**src/design/signed_int_to_decimal_ascii_macros.svh**
```systemverilog
// Assertion helpers for the decimal text converter.
// Both sample on clk and hold off while rst_n is low.
`ifndef SIGNED_INT_TO_DECIMAL_ASCII_MACROS_SVH
`define SIGNED_INT_TO_DECIMAL_ASCII_MACROS_SVH

// Same-cycle implication.
`define SDA_ASSERT_NOW(label, ante, cons, msg) \
  label: assert property (@(posedge clk) disable iff (!rst_n) (ante) |-> (cons)) \
    else $error(msg);

// Next-cycle implication.
`define SDA_ASSERT_NEXT(label, ante, cons, msg) \
  label: assert property (@(posedge clk) disable iff (!rst_n) (ante) |=> (cons)) \
    else $error(msg);

`endif

```
**src/design/s2dec_pkg.sv**
```systemverilog
package s2dec_pkg;

  // default sizes
  localparam int VALUE_WIDTH_DEF = 64;
  localparam int DIGIT_SLOTS_DEF = 20;

  // port field widths
  localparam int VALUE_IN_W  = 64;
  localparam int END_CHAR_W  = 8;
  localparam int IN_TDATA_W  = 72;
  localparam int OUT_TDATA_W = 8;

  typedef logic [7:0] byte_t;
  typedef logic [3:0] digit_t;

  localparam byte_t  CHAR_ZERO  = 8'h30;
  localparam byte_t  CHAR_MINUS = 8'h2D;

  // shift-and-add-3 correction
  localparam digit_t DABBLE_MIN = 4'd5;
  localparam digit_t DABBLE_ADD = 4'd3;

endpackage

```
**src/design/signed_int_to_decimal_ascii.sv**
```systemverilog
// Flow: bit-serial binary-to-BCD conversion (double dabble), then a leading-zero
//   skip that drops one zero digit per step, then one byte per cycle out while
//   out_tready allows it.
// Input: a new value is accepted only in IDLE, once the last byte of the
//   previous value has been loaded into the output register.
// Reset: rst_n synchronous, active low; clears the sequencer and output valid.
`include "signed_int_to_decimal_ascii_macros.svh"

module signed_int_to_decimal_ascii #(
  parameter int VALUE_WIDTH = s2dec_pkg::VALUE_WIDTH_DEF,
  parameter int DIGIT_SLOTS = s2dec_pkg::DIGIT_SLOTS_DEF
) (
  input  logic                               clk,
  input  logic                               rst_n,
  // in_tdata: value [63:0], end_char [71:64]
  input  logic [s2dec_pkg::IN_TDATA_W-1:0]   in_tdata,
  input  logic                               in_tvalid,
  output logic                               in_tready,
  // out_tdata: out_byte [7:0]
  output logic [s2dec_pkg::OUT_TDATA_W-1:0]  out_tdata,
  output logic                               out_tlast,
  output logic                               out_tvalid,
  input  logic                               out_tready
);
  import s2dec_pkg::*;

  localparam int CW = $clog2(VALUE_WIDTH + 1);   // bit counter
  localparam int DW = $clog2(DIGIT_SLOTS + 1);   // digit counter
  localparam int BW = 4 * DIGIT_SLOTS;           // BCD shift register

  // Sequencer: IDLE takes a beat, CONV runs double dabble one bit per cycle,
  // SKIP drops leading zero digits, SIGN/DIGITS/TERM push bytes out.
  typedef enum logic [2:0] {
    S_IDLE, S_CONV, S_SKIP, S_SIGN, S_DIGITS, S_TERM
  } state_t;

  state_t                 state_r,    state_nxt;
  logic [VALUE_WIDTH-1:0] mag_r,      mag_nxt;
  logic [BW-1:0]          bcd_r,      bcd_nxt;
  logic [CW-1:0]          bit_cnt_r,  bit_cnt_nxt;
  logic [DW-1:0]          dig_cnt_r,  dig_cnt_nxt;
  logic                   neg_r,      neg_nxt;
  logic                   ovf_r,      ovf_nxt;    // magnitude needs more slots
  byte_t                  end_r,      end_nxt;
  logic                   oval_r,     oval_nxt;
  byte_t                  obyte_r,    obyte_nxt;
  logic                   olast_r,    olast_nxt;

  logic [VALUE_WIDTH-1:0] raw;
  logic [BW-1:0]          adj;
  digit_t                 top_dig;
  logic                   out_free;
  logic                   in_fire;

  assign in_tready  = (state_r == S_IDLE);
  assign in_fire    = in_tvalid && in_tready;
  assign out_tvalid = oval_r;
  assign out_tdata  = obyte_r;
  assign out_tlast  = olast_r;
  assign out_free   = !oval_r || out_tready;
  assign raw        = in_tdata[VALUE_WIDTH-1:0];
  assign top_dig    = bcd_r[BW-1 -: 4];

  // add-3 correction on every BCD digit before the shift
  always_comb begin
    for (int i = 0; i < DIGIT_SLOTS; i++) begin
      adj[4*i +: 4] = (bcd_r[4*i +: 4] >= DABBLE_MIN) ?
                      bcd_r[4*i +: 4] + DABBLE_ADD : bcd_r[4*i +: 4];
    end
  end

  always_comb begin
    state_nxt   = state_r;
    mag_nxt     = mag_r;
    bcd_nxt     = bcd_r;
    bit_cnt_nxt = bit_cnt_r;
    dig_cnt_nxt = dig_cnt_r;
    neg_nxt     = neg_r;
    ovf_nxt     = ovf_r;
    end_nxt     = end_r;
    oval_nxt    = oval_r && !out_tready;
    obyte_nxt   = obyte_r;
    olast_nxt   = olast_r;

    unique case (state_r)
      S_IDLE: begin
        if (in_fire) begin
          neg_nxt     = raw[VALUE_WIDTH-1];
          mag_nxt     = raw[VALUE_WIDTH-1] ? (~raw + 1'b1) : raw;
          end_nxt     = in_tdata[VALUE_IN_W +: END_CHAR_W];
          bcd_nxt     = '0;
          ovf_nxt     = 1'b0;
          bit_cnt_nxt = CW'(VALUE_WIDTH);
          dig_cnt_nxt = DW'(DIGIT_SLOTS);
          state_nxt   = S_CONV;
        end
      end
      S_CONV: begin
        // magnitude MSB enters; a bit leaving the top digit means overflow
        bcd_nxt     = {adj[BW-2:0], mag_r[VALUE_WIDTH-1]};
        ovf_nxt     = ovf_r || adj[BW-1];
        mag_nxt     = {mag_r[VALUE_WIDTH-2:0], 1'b0};
        bit_cnt_nxt = bit_cnt_r - 1'b1;
        if (bit_cnt_r == CW'(1)) begin
          state_nxt = S_SKIP;
        end
      end
      S_SKIP: begin
        // truncated values print every kept slot, zeros included
        if (!ovf_r && (dig_cnt_r != DW'(1)) && (top_dig == '0)) begin
          bcd_nxt     = {bcd_r[BW-5:0], 4'b0000};
          dig_cnt_nxt = dig_cnt_r - 1'b1;
        end else begin
          state_nxt = neg_r ? S_SIGN : S_DIGITS;
        end
      end
      S_SIGN: begin
        if (out_free) begin
          oval_nxt  = 1'b1;
          obyte_nxt = CHAR_MINUS;
          olast_nxt = 1'b0;
          state_nxt = S_DIGITS;
        end
      end
      S_DIGITS: begin
        if (out_free) begin
          oval_nxt    = 1'b1;
          obyte_nxt   = CHAR_ZERO + {4'b0000, top_dig};
          olast_nxt   = (dig_cnt_r == DW'(1)) && (end_r == '0);
          bcd_nxt     = {bcd_r[BW-5:0], 4'b0000};
          dig_cnt_nxt = dig_cnt_r - 1'b1;
          if (dig_cnt_r == DW'(1)) begin
            state_nxt = (end_r != '0) ? S_TERM : S_IDLE;
          end
        end
      end
      S_TERM: begin
        if (out_free) begin
          oval_nxt  = 1'b1;
          obyte_nxt = end_r;
          olast_nxt = 1'b1;
          state_nxt = S_IDLE;
        end
      end
      default: begin
        state_nxt = S_IDLE;
      end
    endcase
  end

  always_ff @(posedge clk) begin
    if (!rst_n) begin
      state_r <= S_IDLE;
      oval_r  <= 1'b0;
    end else begin
      state_r <= state_nxt;
      oval_r  <= oval_nxt;
    end
    mag_r     <= mag_nxt;
    bcd_r     <= bcd_nxt;
    bit_cnt_r <= bit_cnt_nxt;
    dig_cnt_r <= dig_cnt_nxt;
    neg_r     <= neg_nxt;
    ovf_r     <= ovf_nxt;
    end_r     <= end_nxt;
    obyte_r   <= obyte_nxt;
    olast_r   <= olast_nxt;
  end

  `SDA_ASSERT_NEXT(a_accept_starts_conv, in_fire, state_r == S_CONV, "no conversion after beat")
  `SDA_ASSERT_NOW(a_digits_left, state_r == S_DIGITS, dig_cnt_r != '0, "no digits left")
  `SDA_ASSERT_NOW(a_ovf_keeps_all, (state_r == S_SKIP) && ovf_r,
                  dig_cnt_r == DW'(DIGIT_SLOTS), "leading zeros skipped on a truncated value")
  `SDA_ASSERT_NOW(a_conv_count, state_r == S_CONV, bit_cnt_r != '0, "ran past value width")

endmodule
```
**config.mk**
```make
export PLATFORM = sky130hd
export DESIGN_NAME = signed_int_to_decimal_ascii
export DESIGN_NICKNAME = d
export VERILOG_FILES = /design/src/design/s2dec_pkg.sv /design/src/design/signed_int_to_decimal_ascii.sv
export VERILOG_INCLUDE_DIRS = /design/src /design/src/design
export SDC_FILE = /design/constraint.sdc
export NUM_CORES = 1
export LEC_CHECK = 0
export ABC_CLOCK_PERIOD_IN_PS = 10100
export BUFFER_PORTS_ARGS = -buffer_cell sky130_fd_sc_hd__buf_2
export CAP_MARGIN = 5
export CORE_MARGIN = 5
export CORE_UTILIZATION = 53
export DETAILED_ROUTE_END_ITERATION = 8
export GPL_TIMING_DRIVEN = 0
export PLACE_DENSITY_LB_ADDON = 0.1
export SETUP_SLACK_MARGIN = 0.4
export SYNTH_ARGS = -nofsm -noshare
export SYNTH_HDL_FRONTEND = slang
export SYNTH_SLANG_ARGS = --single-unit
```
**constraint.sdc**
```tcl
create_clock -name clk -period 10.1 [get_ports clk]
set_input_delay 1.01 -clock clk [delete_from_list [all_inputs] [get_ports clk]]
set_output_delay 1.01 -clock clk [all_outputs]
set_load 0.02 [all_outputs]
```
==> impl_metrics.tcl <==
set metrics [dict create \
    outcome "finished clean" \
    startpoint "in_tdata[0]" \
    hold_viol_final 0 \
    power_density_nw_per_um2 299 \
    place_congestion 0.882 \
    clk_pin_slew_ns 0.07 \
    slowest_delay_ns 0.42 \
    yosys-top-cells-area "edfxtp_1 49%, xor2_1 5.7%, o21ai_0 5.5%" \
    syn_inst 1062 \
    drt-total-wl_um 25700 \
    io_pins 87 \
    totalNegativeSetupSlack_ns 0 \
    min-delay-start "mag_r[16]" \
    cp.arrival_ns 3.25 \
    root_buffer "clkbuf_16" \
    yosysMostFrequentCell "edfxtp_1" \
    routed-via-count 8296 \
    critPathKind "in2reg" \
    grt_pass1_wl_um 41800 \
    critPathLaunchType "input port" \
    drv_slew 0 \
    cts_sinks 179 \
    synth-seq-cells 179 \
    crit_slowest_cell "or3b_4" \
    nets 1292 \
    area_delta_synth_final_pct 13.7 \
    wl_per_cell_um 17.7 \
    maxSlewHeadroom_pct 38.4 \
    dominantRegCellSynth "edfxtp_1" \
    critPathTopFamily "simple AND/OR/NAND/NOR gates" \
    p_leak_nw 4.40 \
    synth_cell_types 58 \
    grt.total_usage_pct 22.0 \
    hold_class "reg2reg" \
    cts_max_level 4 \
    max_cap_violations 0 \
    async_flop_share_pct 0 \
    grt_pass1_vias 8109 \
    vdd_drop_max_mv 0.165 \
    drive_above_1_share_pct 13.6 \
    finClkSkew_ns 0.00945 \
    seq_area_frac_synth_pct 49.4 \
    fmax_mhz 325 \
    cts_buffers 17 \
    grt_antenna_before_repair 0 \
    drc 0 \
    yosys.area.top_type "edfxtp_1" \
    path_buf_inv 3 \
    postCtsSetupBuffers 0 \
    timing.hold.ws_ns 0.527 \
    diodes 0 \
    portBuffers 86 \
    postCtsHoldBufs 0 \
    synth_edf_count 175 \
    syn_nets 1184 \
    core_area_um2 20200 \
    rsz0062_at_grt "no" \
    worst_pin_slew_ns 0.924 \
    die_h_um 153 \
    grt_overflow 0 \
    clk_path_buf_depth 2 \
    routed_via_density 5.71 \
    cts_resized 0 \
    start_util_pct 53.6 \
    cp_max_fo 10 \
    dp_slack_ns 6.58 \
    r2r-start "bcd_r[76]" \
    drt-initial-drc-count 642 \
    netlist_area_um2 10800 \
    insertion_delay_ns 0.44 \
    crit_chain "buf_2 > inv_1 > ha_1 > or3b_4 > nor4_4 > nand4_2 > buf_2 > o31ai_2 > xor2_1 > a21oi_1" \
    dieArea_um2 23300 \
    antenna_left 0 \
    dp_hpwl_um 17800 \
    end_kind "register" \
    avgSynthCellArea_um2 10.2 \
    cp_common_cell "buf_2" \
    synth_warnings 0 \
    rows 52 \
    die_x_um 153 \
    yosys-top-cells-count "175 x edfxtp_1, 119 x o21ai_0, 100 x a21oi_1, 100 x nand2_1, 83 x nor2_1" \
    post-route-period-util_pct 30.5 \
    worst_ep_required_time_ns 10.27 \
    fin_ws_ns 7.02 \
    finalCriticalPeriod_ns 3.08 \
    dr.pass1.iters 5 \
    synth_top_area_share_pct 48.6 \
    setup_viol 0 \
    grt_max_degree 68 \
    cts_tree "built" \
]
-- worst min-delay path: stages, from the launching register on --
cell	delay, ns
edfxtp_1	0.32
nand2_1	0.04
o21ai_0	0.06
-- cells in the final DEF, fill, tap and decap left out, types with 4 or more instances in the layout --
cell,n
nor3b_1,30
nand2_1,100
inv_6,4
nor4_1,4
a21oi_1,100
edfxtp_1,175
nand2b_1,24
clkbuf_1,36
o31ai_1,23
o31ai_2,8
xor2_1,70
nor2_1,83
and3_1,5
or3_1,13
o32ai_1,10
or4_4,4
xnor2_1,27
nor3_1,11
dfxtp_1,4
o21ai_0,119
or3_4,4
buf_2,90
inv_1,49
nor2b_1,11
clkbuf_16,17
buf_1,7
ha_1,46
o41ai_1,7
mux2i_1,4
o22ai_1,20
o41ai_2,5
a22oi_1,7
bufinv_16,4
or4_1,10
-- per-stage QoR --
stage	instances	utilization (%)	total power [mW]	instance area [um^2]
finish	1453	60.9	3.68	12300
global route	1453	60.9	3.94	12300
CTS	1453	60.9	3.68	12300
detailed placement	1421	57.8	2.96	11700
global placement	1418	57.4	2.93	11600
floorplan	1062	-	2.53	10800
-- power breakdown --
part / switching, mW / total [mW] / internal (mW)
logic: 0.889 / 1.41 / 0.518
registers: 0.239 / 1.55 / 1.31
clock network: 0.300 / 0.717 / 0.417
total: 1.43 / 3.68 / 2.25
-- flip-flops by register name, summed over array words and instances, names as in the netlist --
signal      count
bcd_r          80
bit_cnt_r       7
dig_cnt_r       5
end_r           8
mag_r          64
neg_r           1
out_tdata       8
out_tlast       1
out_tvalid      1
ovf_r           1
state_r         3
-- per-layer routing --
metal	vias up	wire length, um	GRT usage (%)
met5	-	0	0
li1	4105	-	-
met4	0	396	5.94
met2	206	12100	35.6
met1	3957	12100	31.4
met3	28	1080	2.90
-- cell families after synthesis --
group                    Yosys count  share of synthesized area [%]
XOR/XNOR                          97                           7.86
adder cells (fa/ha/maj)           46                           5.33
AO/OA/AOI/OAI                    315                           17.5
buffers and inverters             96                           3.38
AND/OR/NAND/NOR                  325                           16.2
multiplexers                       4                          0.371
flip-flops                       179                           49.4
-- cell type report --
cell class                 instances  area, um^2
inverter                          49         184
fill                            1762        7880
tap                              270         338
clock buffer                      17         425
timing repair buffer              89         498
buffer                            47         181
multi-input combinational        787        5120
sequential                       179        5340
clock inverter                    15         203
-- final timing paths --
path | to | slack (ns) | depth (start not counted)
setup / recovery | mag_r[48] | 7.02 | 10
hold / removal | mag_r[17] | 0.53 | 2
setup reg to reg | bcd_r[44] | 7.03 | 7
hold reg to reg | mag_r[17] | 0.53 | 2
Note: power is estimated with default switching activity, not from simulation.
